## config.mk

```make
export PLATFORM = sky130hd
export DESIGN_NAME = max_rectangle_binary_matrix_top
export DESIGN_NICKNAME = d
export VERILOG_FILES = /design/src/hw/rtl/mrbm_pkg.sv /design/src/hw/rtl/mrbm_ram.sv /design/src/hw/rtl/max_rectangle_binary_matrix_top.sv
export SDC_FILE = /design/constraint.sdc
export NUM_CORES = 2
export LEC_CHECK = 0
export BUFFER_PORTS_ARGS = -buffer_cell sky130_fd_sc_hd__buf_2
export CORE_UTILIZATION = 55
export DETAILED_ROUTE_END_ITERATION = 8
export HOLD_SLACK_MARGIN = 0.02
export PLACE_DENSITY_LB_ADDON = 0.12
export SYNTH_ARGS = -nofsm -noshare
export SYNTH_HDL_FRONTEND = slang
export SYNTH_SLANG_ARGS = --single-unit
```

## constraint.sdc

```tcl
create_clock -name clock -period 18.55 [get_ports clock]
set_input_delay 3.71 -clock clock [delete_from_list [all_inputs] [get_ports clock]]
set_output_delay 3.71 -clock clock [all_outputs]
set_load 0.02 [all_outputs]
```

## src/hw/rtl/mrbm_pkg.sv

```systemverilog
package mrbm_pkg;

   // result field
   localparam int AREA_W = 17;
   localparam logic [AREA_W-1:0] AREA_MAX = '1;

   // column_count register
   localparam int CSR_W = 7;
   localparam logic [CSR_W-1:0] CSR_RESET = 7'd64;

   typedef logic [AREA_W-1:0] area_type;
   typedef logic [CSR_W-1:0]  csr_type;

endpackage

```

## src/hw/rtl/mrbm_ram.sv

```systemverilog
// Simple dual-port RAM, one write and one registered read per cycle.
module mrbm_ram #(
   parameter int WIDTH = 8,
   parameter int DEPTH = 64
) (
   input  logic                     clock,
   input  logic                     wr_en,
   input  logic [$clog2(DEPTH)-1:0] wr_addr,
   input  logic [WIDTH-1:0]         wr_data,
   input  logic [$clog2(DEPTH)-1:0] rd_addr,
   output logic [WIDTH-1:0]         rd_data
);

   logic [WIDTH-1:0] mem [DEPTH];
   logic [WIDTH-1:0] rd_data_ff;

   always_ff @(posedge clock) begin
      if (wr_en) begin
         mem[wr_addr] <= wr_data;
      end
      rd_data_ff <= mem[rd_addr];
   end

   assign rd_data = rd_data_ff;

endmodule

```

## src/hw/rtl/max_rectangle_binary_matrix_top.sv

```systemverilog
// Channel  Direction  Handshake              Payload
// -------  ---------  ---------------------  ----------------------------------------
// req      in         req_tvalid/req_tready  req_tdata[0] cell_req, req_tlast last_cell
// rsp      out        rsp_tvalid/rsp_tready  rsp_tdata[16:0] largest_area
// csr      in         csr_valid/csr_ready    csr_data column_count (always ready)
//
// A cell passes the height RAM read and the compare/push, plus a pop with stack RAM
// re-read per bar popped. A row end pops every bar left via re-read and flush states.
// After the last cell's hand-off, a sweep over all MAX_COLUMNS entries zeroes the
// height RAM; the same sweep runs after reset. No cell is taken during it.
// A result waiting on rsp stalls only the next last cell; all other cells flow.
module max_rectangle_binary_matrix_top #(
   parameter int MAX_COLUMNS = 64,
   parameter int MAX_ROWS    = 1024
) (
   input  logic        clock,
   input  logic        reset,
   // cell transfer
   input  logic        req_tvalid,
   output logic        req_tready,
   input  logic [7:0]  req_tdata,   // [0] cell_req, [7:1] zero
   input  logic        req_tlast,   // last_cell
   // result transfer
   output logic        rsp_tvalid,
   input  logic        rsp_tready,
   output logic [23:0] rsp_tdata,   // [16:0] largest_area, [23:17] zero
   // column_count write
   input  logic        csr_valid,
   output logic        csr_ready,
   input  logic [6:0]  csr_data     // column_count
);

   localparam int CW   = $clog2(MAX_COLUMNS);      // column index
   localparam int FW   = $clog2(MAX_COLUMNS + 1);  // stack fill / bar width
   localparam int HW   = $clog2(MAX_ROWS + 1);     // run height
   localparam int SW   = CW + HW;                  // stack entry
   localparam int CNTW = (FW > mrbm_pkg::CSR_W) ? FW : mrbm_pkg::CSR_W;
   localparam int PW   = (HW + FW > mrbm_pkg::AREA_W) ? HW + FW : mrbm_pkg::AREA_W;

   localparam logic [2:0] S_IDLE  = 3'd0;  // wait for a cell
   localparam logic [2:0] S_HGT   = 3'd1;  // height update
   localparam logic [2:0] S_CMP   = 3'd2;  // pop or push against stack top
   localparam logic [2:0] S_RDC   = 3'd3;  // stack re-read after pop
   localparam logic [2:0] S_RDF   = 3'd4;  // stack re-read during flush
   localparam logic [2:0] S_FLUSH = 3'd5;  // row-end drain
   localparam logic [2:0] S_DONE  = 3'd6;  // hand result to rsp
   localparam logic [2:0] S_CLR   = 3'd7;  // height RAM sweep

   logic [2:0]              state_ff, state_in;
   logic [CW-1:0]           pos_ff, pos_in;
   logic [CW-1:0]           clr_ptr_ff, clr_ptr_in;
   logic [FW-1:0]           fill_ff, fill_in;
   logic [CW-1:0]           start_ff, start_in;
   logic [HW-1:0]           h_ff, h_in;
   logic                    cell_ff, cell_in;
   logic                    last_ff, last_in;
   mrbm_pkg::area_type      best_ff, best_in;
   mrbm_pkg::csr_type       cols_ff;
   logic                    rsp_valid_ff, rsp_valid_in;
   mrbm_pkg::area_type      rsp_area_ff, rsp_area_in;

   // height RAM
   logic                    hgt_wr_en;
   logic [CW-1:0]           hgt_wr_addr;
   logic [HW-1:0]           hgt_wr_data;
   logic [HW-1:0]           hgt_rd_data;
   // stack RAM, entry = {start column, bar height}
   logic                    stk_wr_en;
   logic [SW-1:0]           stk_rd_data;
   logic [CW-1:0]           top_start;
   logic [HW-1:0]           top_h;

   logic [CNTW-1:0]         cols_eff;
   logic [CNTW-1:0]         pos_next;
   logic                    row_end;
   logic [FW-1:0]           bar_width;
   logic [PW-1:0]           product;
   mrbm_pkg::area_type      area_sat;
   logic                    req_fire;

   assign csr_ready = 1'b1;
   assign req_tready = (state_ff == S_IDLE);
   assign req_fire = req_tvalid & req_tready;

   always_ff @(posedge clock) begin
      if (reset) begin
         cols_ff <= mrbm_pkg::CSR_RESET;
      end else if (csr_valid & csr_ready) begin
         cols_ff <= csr_data;
      end
   end

   mrbm_ram #(.WIDTH(HW), .DEPTH(MAX_COLUMNS)) u_hgt_ram (
      .clock   (clock),
      .wr_en   (hgt_wr_en),
      .wr_addr (hgt_wr_addr),
      .wr_data (hgt_wr_data),
      .rd_addr (pos_ff),
      .rd_data (hgt_rd_data)
   );

   // read port always addresses the current top: fill - 1
   mrbm_ram #(.WIDTH(SW), .DEPTH(MAX_COLUMNS)) u_stk_ram (
      .clock   (clock),
      .wr_en   (stk_wr_en),
      .wr_addr (fill_ff[CW-1:0]),
      .wr_data ({start_ff, h_ff}),
      .rd_addr (CW'(fill_ff - FW'(1))),
      .rd_data (stk_rd_data)
   );

   assign top_start = stk_rd_data[SW-1:HW];
   assign top_h     = stk_rd_data[HW-1:0];

   assign hgt_wr_en   = (state_ff == S_HGT) || (state_ff == S_CLR);
   assign hgt_wr_addr = (state_ff == S_CLR) ? clr_ptr_ff : pos_ff;
   assign hgt_wr_data = (state_ff == S_CLR) ? '0 : h_in;

   // column count: zero means one, clamp to MAX_COLUMNS
   always_comb begin
      cols_eff = CNTW'(cols_ff);
      if (cols_eff == '0) begin
         cols_eff = CNTW'(1);
      end else if (cols_eff > CNTW'(MAX_COLUMNS)) begin
         cols_eff = CNTW'(MAX_COLUMNS);
      end
   end

   assign pos_next = CNTW'(pos_ff) + CNTW'(1);
   assign row_end  = (pos_next >= cols_eff) || last_ff;

   // area of the popped bar; width ends at pos (mid-row) or pos + 1 (row end)
   assign bar_width = (state_ff == S_FLUSH) ? FW'(pos_ff) + FW'(1) - FW'(top_start)
                                            : FW'(pos_ff) - FW'(top_start);
   assign product   = PW'(top_h) * PW'(bar_width);
   assign area_sat  = (product > PW'(mrbm_pkg::AREA_MAX)) ? mrbm_pkg::AREA_MAX
                                                          : mrbm_pkg::AREA_W'(product);

   always_comb begin
      state_in     = state_ff;
      pos_in       = pos_ff;
      clr_ptr_in   = clr_ptr_ff;
      fill_in      = fill_ff;
      start_in     = start_ff;
      h_in         = h_ff;
      cell_in      = cell_ff;
      last_in      = last_ff;
      best_in      = best_ff;
      rsp_valid_in = rsp_valid_ff & ~rsp_tready;
      rsp_area_in  = rsp_area_ff;
      stk_wr_en    = 1'b0;

      unique case (state_ff)
         S_IDLE: begin
            if (req_fire) begin
               cell_in  = req_tdata[0];
               last_in  = req_tlast;
               state_in = S_HGT;
            end
         end
         S_HGT: begin
            if (!cell_ff) begin
               h_in = '0;
            end else if (hgt_rd_data < HW'(MAX_ROWS)) begin
               h_in = hgt_rd_data + HW'(1);
            end else begin
               h_in = hgt_rd_data;
            end
            start_in = pos_ff;
            state_in = S_CMP;
         end
         S_CMP: begin
            if ((fill_ff != '0) && (top_h > h_ff)) begin
               // taller bar ends here; the lower bar inherits its start
               fill_in  = fill_ff - FW'(1);
               start_in = top_start;
               if (area_sat > best_ff) begin
                  best_in = area_sat;
               end
               state_in = S_RDC;
            end else begin
               if (((fill_ff == '0) || (top_h < h_ff)) && (fill_ff < FW'(MAX_COLUMNS))) begin
                  stk_wr_en = 1'b1;
                  fill_in   = fill_ff + FW'(1);
               end
               if (row_end) begin
                  state_in = S_RDF;
               end else begin
                  pos_in   = CW'(pos_next);
                  state_in = S_IDLE;
               end
            end
         end
         S_RDC: begin
            state_in = S_CMP;
         end
         S_RDF: begin
            state_in = S_FLUSH;
         end
         S_FLUSH: begin
            if (fill_ff != '0) begin
               fill_in = fill_ff - FW'(1);
               if (area_sat > best_ff) begin
                  best_in = area_sat;
               end
               state_in = S_RDF;
            end else begin
               pos_in   = '0;
               state_in = last_ff ? S_DONE : S_IDLE;
            end
         end
         S_DONE: begin
            if (!rsp_valid_ff || rsp_tready) begin
               rsp_valid_in = 1'b1;
               rsp_area_in  = best_ff;
               best_in      = '0;
               fill_in      = '0;
               pos_in       = '0;
               clr_ptr_in   = '0;
               state_in     = S_CLR;
            end
         end
         S_CLR: begin
            clr_ptr_in = clr_ptr_ff + CW'(1);
            if (clr_ptr_ff == CW'(MAX_COLUMNS - 1)) begin
               state_in = S_IDLE;
            end
         end
      endcase
   end

   always_ff @(posedge clock) begin
      if (reset) begin
         state_ff     <= S_CLR;
         pos_ff       <= '0;
         clr_ptr_ff   <= '0;
         fill_ff      <= '0;
         best_ff      <= '0;
         rsp_valid_ff <= 1'b0;
      end else begin
         state_ff     <= state_in;
         pos_ff       <= pos_in;
         clr_ptr_ff   <= clr_ptr_in;
         fill_ff      <= fill_in;
         best_ff      <= best_in;
         rsp_valid_ff <= rsp_valid_in;
      end
   end

   always_ff @(posedge clock) begin
      start_ff    <= start_in;
      h_ff        <= h_in;
      cell_ff     <= cell_in;
      last_ff     <= last_in;
      rsp_area_ff <= rsp_area_in;
   end

   assign rsp_tvalid = rsp_valid_ff;
   assign rsp_tdata  = {(24 - mrbm_pkg::AREA_W)'(0), rsp_area_ff};

   // stack never holds more bars than columns
   assert property (@(posedge clock) disable iff (reset)
      fill_ff <= FW'(MAX_COLUMNS))
      else $error("stack fill above column count");

   // a result only appears out of the hand-off state
   assert property (@(posedge clock) disable iff (reset)
      $rose(rsp_valid_ff) |-> $past(state_ff == S_DONE))
      else $error("result raised outside hand-off");

   // an accepted cell always starts with the height update
   assert property (@(posedge clock) disable iff (reset)
      req_fire |=> (state_ff == S_HGT))
      else $error("accepted cell not processed");

   // hand-off never overwrites a pending result
   assert property (@(posedge clock) disable iff (reset)
      (state_ff == S_DONE) && rsp_valid_ff && !rsp_tready |=> (state_ff == S_DONE))
      else $error("pending result overwritten");

   // column position stays inside the height RAM
   assert property (@(posedge clock) disable iff (reset)
      CNTW'(pos_ff) < CNTW'(MAX_COLUMNS))
      else $error("column position out of range");

endmodule

```

==> flow_summary.json <==
{
  "met3_wirelength_um": 15800,
  "fin_crit_ps": 9680,
  "hold_violations": 0,
  "wl_per_cell_um": 30.3,
  "cp.required_ps": 19280,
  "max_stage_delay_ps": 910,
  "post-cts-setup-buffers": 0,
  "m1WireLength_um": 72600,
  "synth-simple-area-share_pct": 2.92,
  "slew_viol_final": 0,
  "grt_pass1_vias": 37400,
  "die_area_mm2": 0.141,
  "cts_buffer_depth": 3,
  "gr-total-overflow": 0,
  "drcViolationCount": 0,
  "clockRootBuffer": "clkbuf_16",
  "routabilityCongestion": 0.854,
  "outcome": "complete, no violations",
  "syn_inst": 3659,
  "clk_pin_slew_ps": 70,
  "cts_tree": "built",
  "nets": 3975,
  "initial_core_util_pct": 55.6,
  "fp.dieH_um": 376,
  "synth_enable_flop_cells": 1817,
  "end_kind": "flip-flop",
  "seq_area_frac_synth_pct": 73.3,
  "period_share_pct": 52.2,
  "first_iter_violations": 4282,
  "register_area_mm2": 0.0563,
  "worstSetupPathType": "reg -> reg",
  "multiInputGateArea_mm2": 0.0194,
  "fillCellCount": 9262,
  "finClkSkew_ps": 56.3,
  "synth_compound_area_share_pct": 1.75,
  "met2_length_um": 84200,
  "grt_max_degree": 113,
  "ys.flop_type": "edfxtp_1",
  "synth_xor_xnor_area_share_pct": 0.388,
  "hold_buffers": 0,
  "synthArstFlopShare_pct": 0,
  "crit_arrival_ps": 10410,
  "routed_wl_um": 177000,
  "ys_ff_latch": 1903,
  "finalSetupViolCount": 0,
  "ys.warnings.count": 0,
  "synth_top_family_by_area": "multiplexers",
  "antenna_found_initial": 11,
  "maxUsedRoutingLayer": "met5",
  "dp.cells": 5501,
  "htree_levels": 4,
  "utilization_pct": 62.2,
  "layout.cells.non_filler": 5846,
  "hold_class": "reg -> reg",
  "viasPerCell": 6.35,
  "grt_pass1_wl_um": 258000,
  "grt_use_total_pct": 25.6,
  "ys_types": 70,
  "cts_resized": 0,
  "antenna_left": 0,
  "synth_mux_area_share_pct": 17.4,
  "path_common_cell": "inv_1",
  "cts.sinks": 1903,
  "drive_gt1_share_pct": 27.9,
  "fin_setup_tns_ps": 0,
  "postSynthAreaPerCell_um2": 21.0,
  "cts_buffers": 187,
  "num_vias": 37100,
  "num_rows": 136,
  "die-width_um": 376,
  "synth-adder-area-share_pct": 2.51,
  "rsz0062_at_grt": "no",
  "ioPinCount": 48,
  "dp_hpwl_um": 103000,
  "port_buffers": 32,
  "setup.worst_path.start_class": "flip-flop",
  "syn_area_mm2": 0.0768,
  "slew-limit-headroom_pct": 6.55,
  "cp_max_fo": 42,
  "max_freq_mhz": 103,
  "core_area_mm2": 0.138,
  "dr.pass1.iters": 7,
  "cap_violations": 0,
  "clock_latency_ps": 850,
  "crit_slowest_cell": "dfxtp_4",
  "worstMarginPinSlew_ps": 1390,
  "areaGrowthSynthToFinish_pct": 11.8
}
==> path summary, 6_finish.rpt <==
path                            from                        to  slack (ps)  cells past startpoint
min reg2reg  best_ff[5]$_SDFFE_PP0P_  rsp_area_ff[5]$_DFFE_PP_         470                      0
min          best_ff[5]$_SDFFE_PP0P_  rsp_area_ff[5]$_DFFE_PP_         470                      0
max           pos_ff[0]$_SDFFE_PP0P_  best_ff[10]$_SDFFE_PP0P_        8870                     32
max reg2reg   pos_ff[0]$_SDFFE_PP0P_  best_ff[10]$_SDFFE_PP0P_        8870                     32
==> cells in the mapped netlist (11+ instances only) <==
library cell | count | share of area (%)
mux4_2 | 588 | 17
nand2_1 | 122 | 0.60
a21o_1 | 11 | 0.11
nor2_1 | 182 | 0.89
and2_1 | 43 | 0.35
nand3_1 | 32 | 0.21
fa_1 | 45 | 1.2
nor3_1 | 12 | 0.078
a22o_1 | 17 | 0.19
clkbuf_1 | 100 | 0.49
ha_1 | 82 | 1.3
dfxtp_1 | 86 | 2.2
a21oi_1 | 30 | 0.20
inv_1 | 133 | 0.65
o21ai_0 | 40 | 0.26
buf_2 | 50 | 0.33
o22ai_1 | 11 | 0.090
xor2_1 | 18 | 0.21
xnor2_1 | 16 | 0.18
buf_1 | 15 | 0.073
nor2b_1 | 18 | 0.15
edfxtp_1 | 1817 | 71
nand2b_1 | 28 | 0.23
==> stage by stage <==
stage	setup WS, ps	hold WS (ps)	instance area, µm²
5_1_grt	8180	485	85900
2_1_floorplan	10250	431	76800
4_1_cts	8920	470	85900
6_report	8870	469	85900
3_5_place_dp	8940	452	79700
3_3_place_gp	9130	448	79700
==> layout make-up <==
type                    instances  share of cell area (%)
flip-flops and latches       1903                    65.6
multi-input cells            1449                    22.6
clock buffers                 228                    5.71
well taps                    1863                    2.71
clock inverters               116                    1.52
repair buffers                153                    1.27
inverters                     133                   0.581
diodes                          1                 0.00291
==> worst max-delay path, delay by kind of cell (launching register included) <==
| family | cells | cell delay (ps) |
|---|---|---|
| AO/OA/AOI/OAI | 9 | 2310 |
| flip-flops | 1 | 910 |
| XOR/XNOR | 2 | 920 |
| adder cells (fa/ha/maj) | 8 | 2970 |
| AND/OR/NAND/NOR | 8 | 2090 |
| buffers and inverters | 5 | 380 |
==> state kept, by name (all words and copies together), names as in the netlist <==
name	flops
best_ff	17
last_ff	1
start_ff	6
rsp_tvalid	1
u_hgt_ram.mem	704
clr_ptr_ff	6
rsp_area_ff	17
pos_ff	6
fill_ff	7
state_ff	3
cell_ff	1
u_stk_ram.mem	1088
h_ff	11
cols_ff	7
u_stk_ram.rd_data	17
u_hgt_ram.rd_data	11
==> logic make-up after synthesis <==
family | after synthesis
flip-flops | 1903
multiplexers | 600
AND/OR/NAND/NOR | 484
buffers and inverters | 313
AO/OA/AOI/OAI | 196
adder cells (fa/ha/maj) | 127
XOR/XNOR | 34
other | 2
==> placed cells by master, fill, tap and decap left out, types with 11 or more instances in the layout <==
master and count:
mux4_2 588, a21o_1 11, o21ai_0 40, clkbuf_1 36, dfxtp_2 12, nor3_1 12, clkinv_2 32, xor2_1 18
dfxtp_1 70, nor2b_1 18, ha_1 81, nand2_1 122, nand3_1 32, fa_1 45, buf_2 32, buf_4 119
nor2_2 61, and2_1 33, edfxtp_1 1817, o22ai_1 11, a22o_1 17, xnor2_1 12, a21oi_1 29, bufinv_16 19
clkinv_1 43, clkbuf_16 189, inv_1 133, nor2_1 122, nand2b_1 28
==> per-layer routing <==
| metal | GRT usage, % | up-vias |
|---|---|---|
| met2 | 39.4 | 1803 |
| met5 | 0 | - |
| met3 | 5.09 | 316 |
| li1 | - | 15400 |
| met4 | 6.85 | 6 |
| met1 | 38.0 | 19700 |
Power is left out: the tool's default activity adds up to more than one toggle a clock period on the data nets, which glitch-free logic cannot reach.
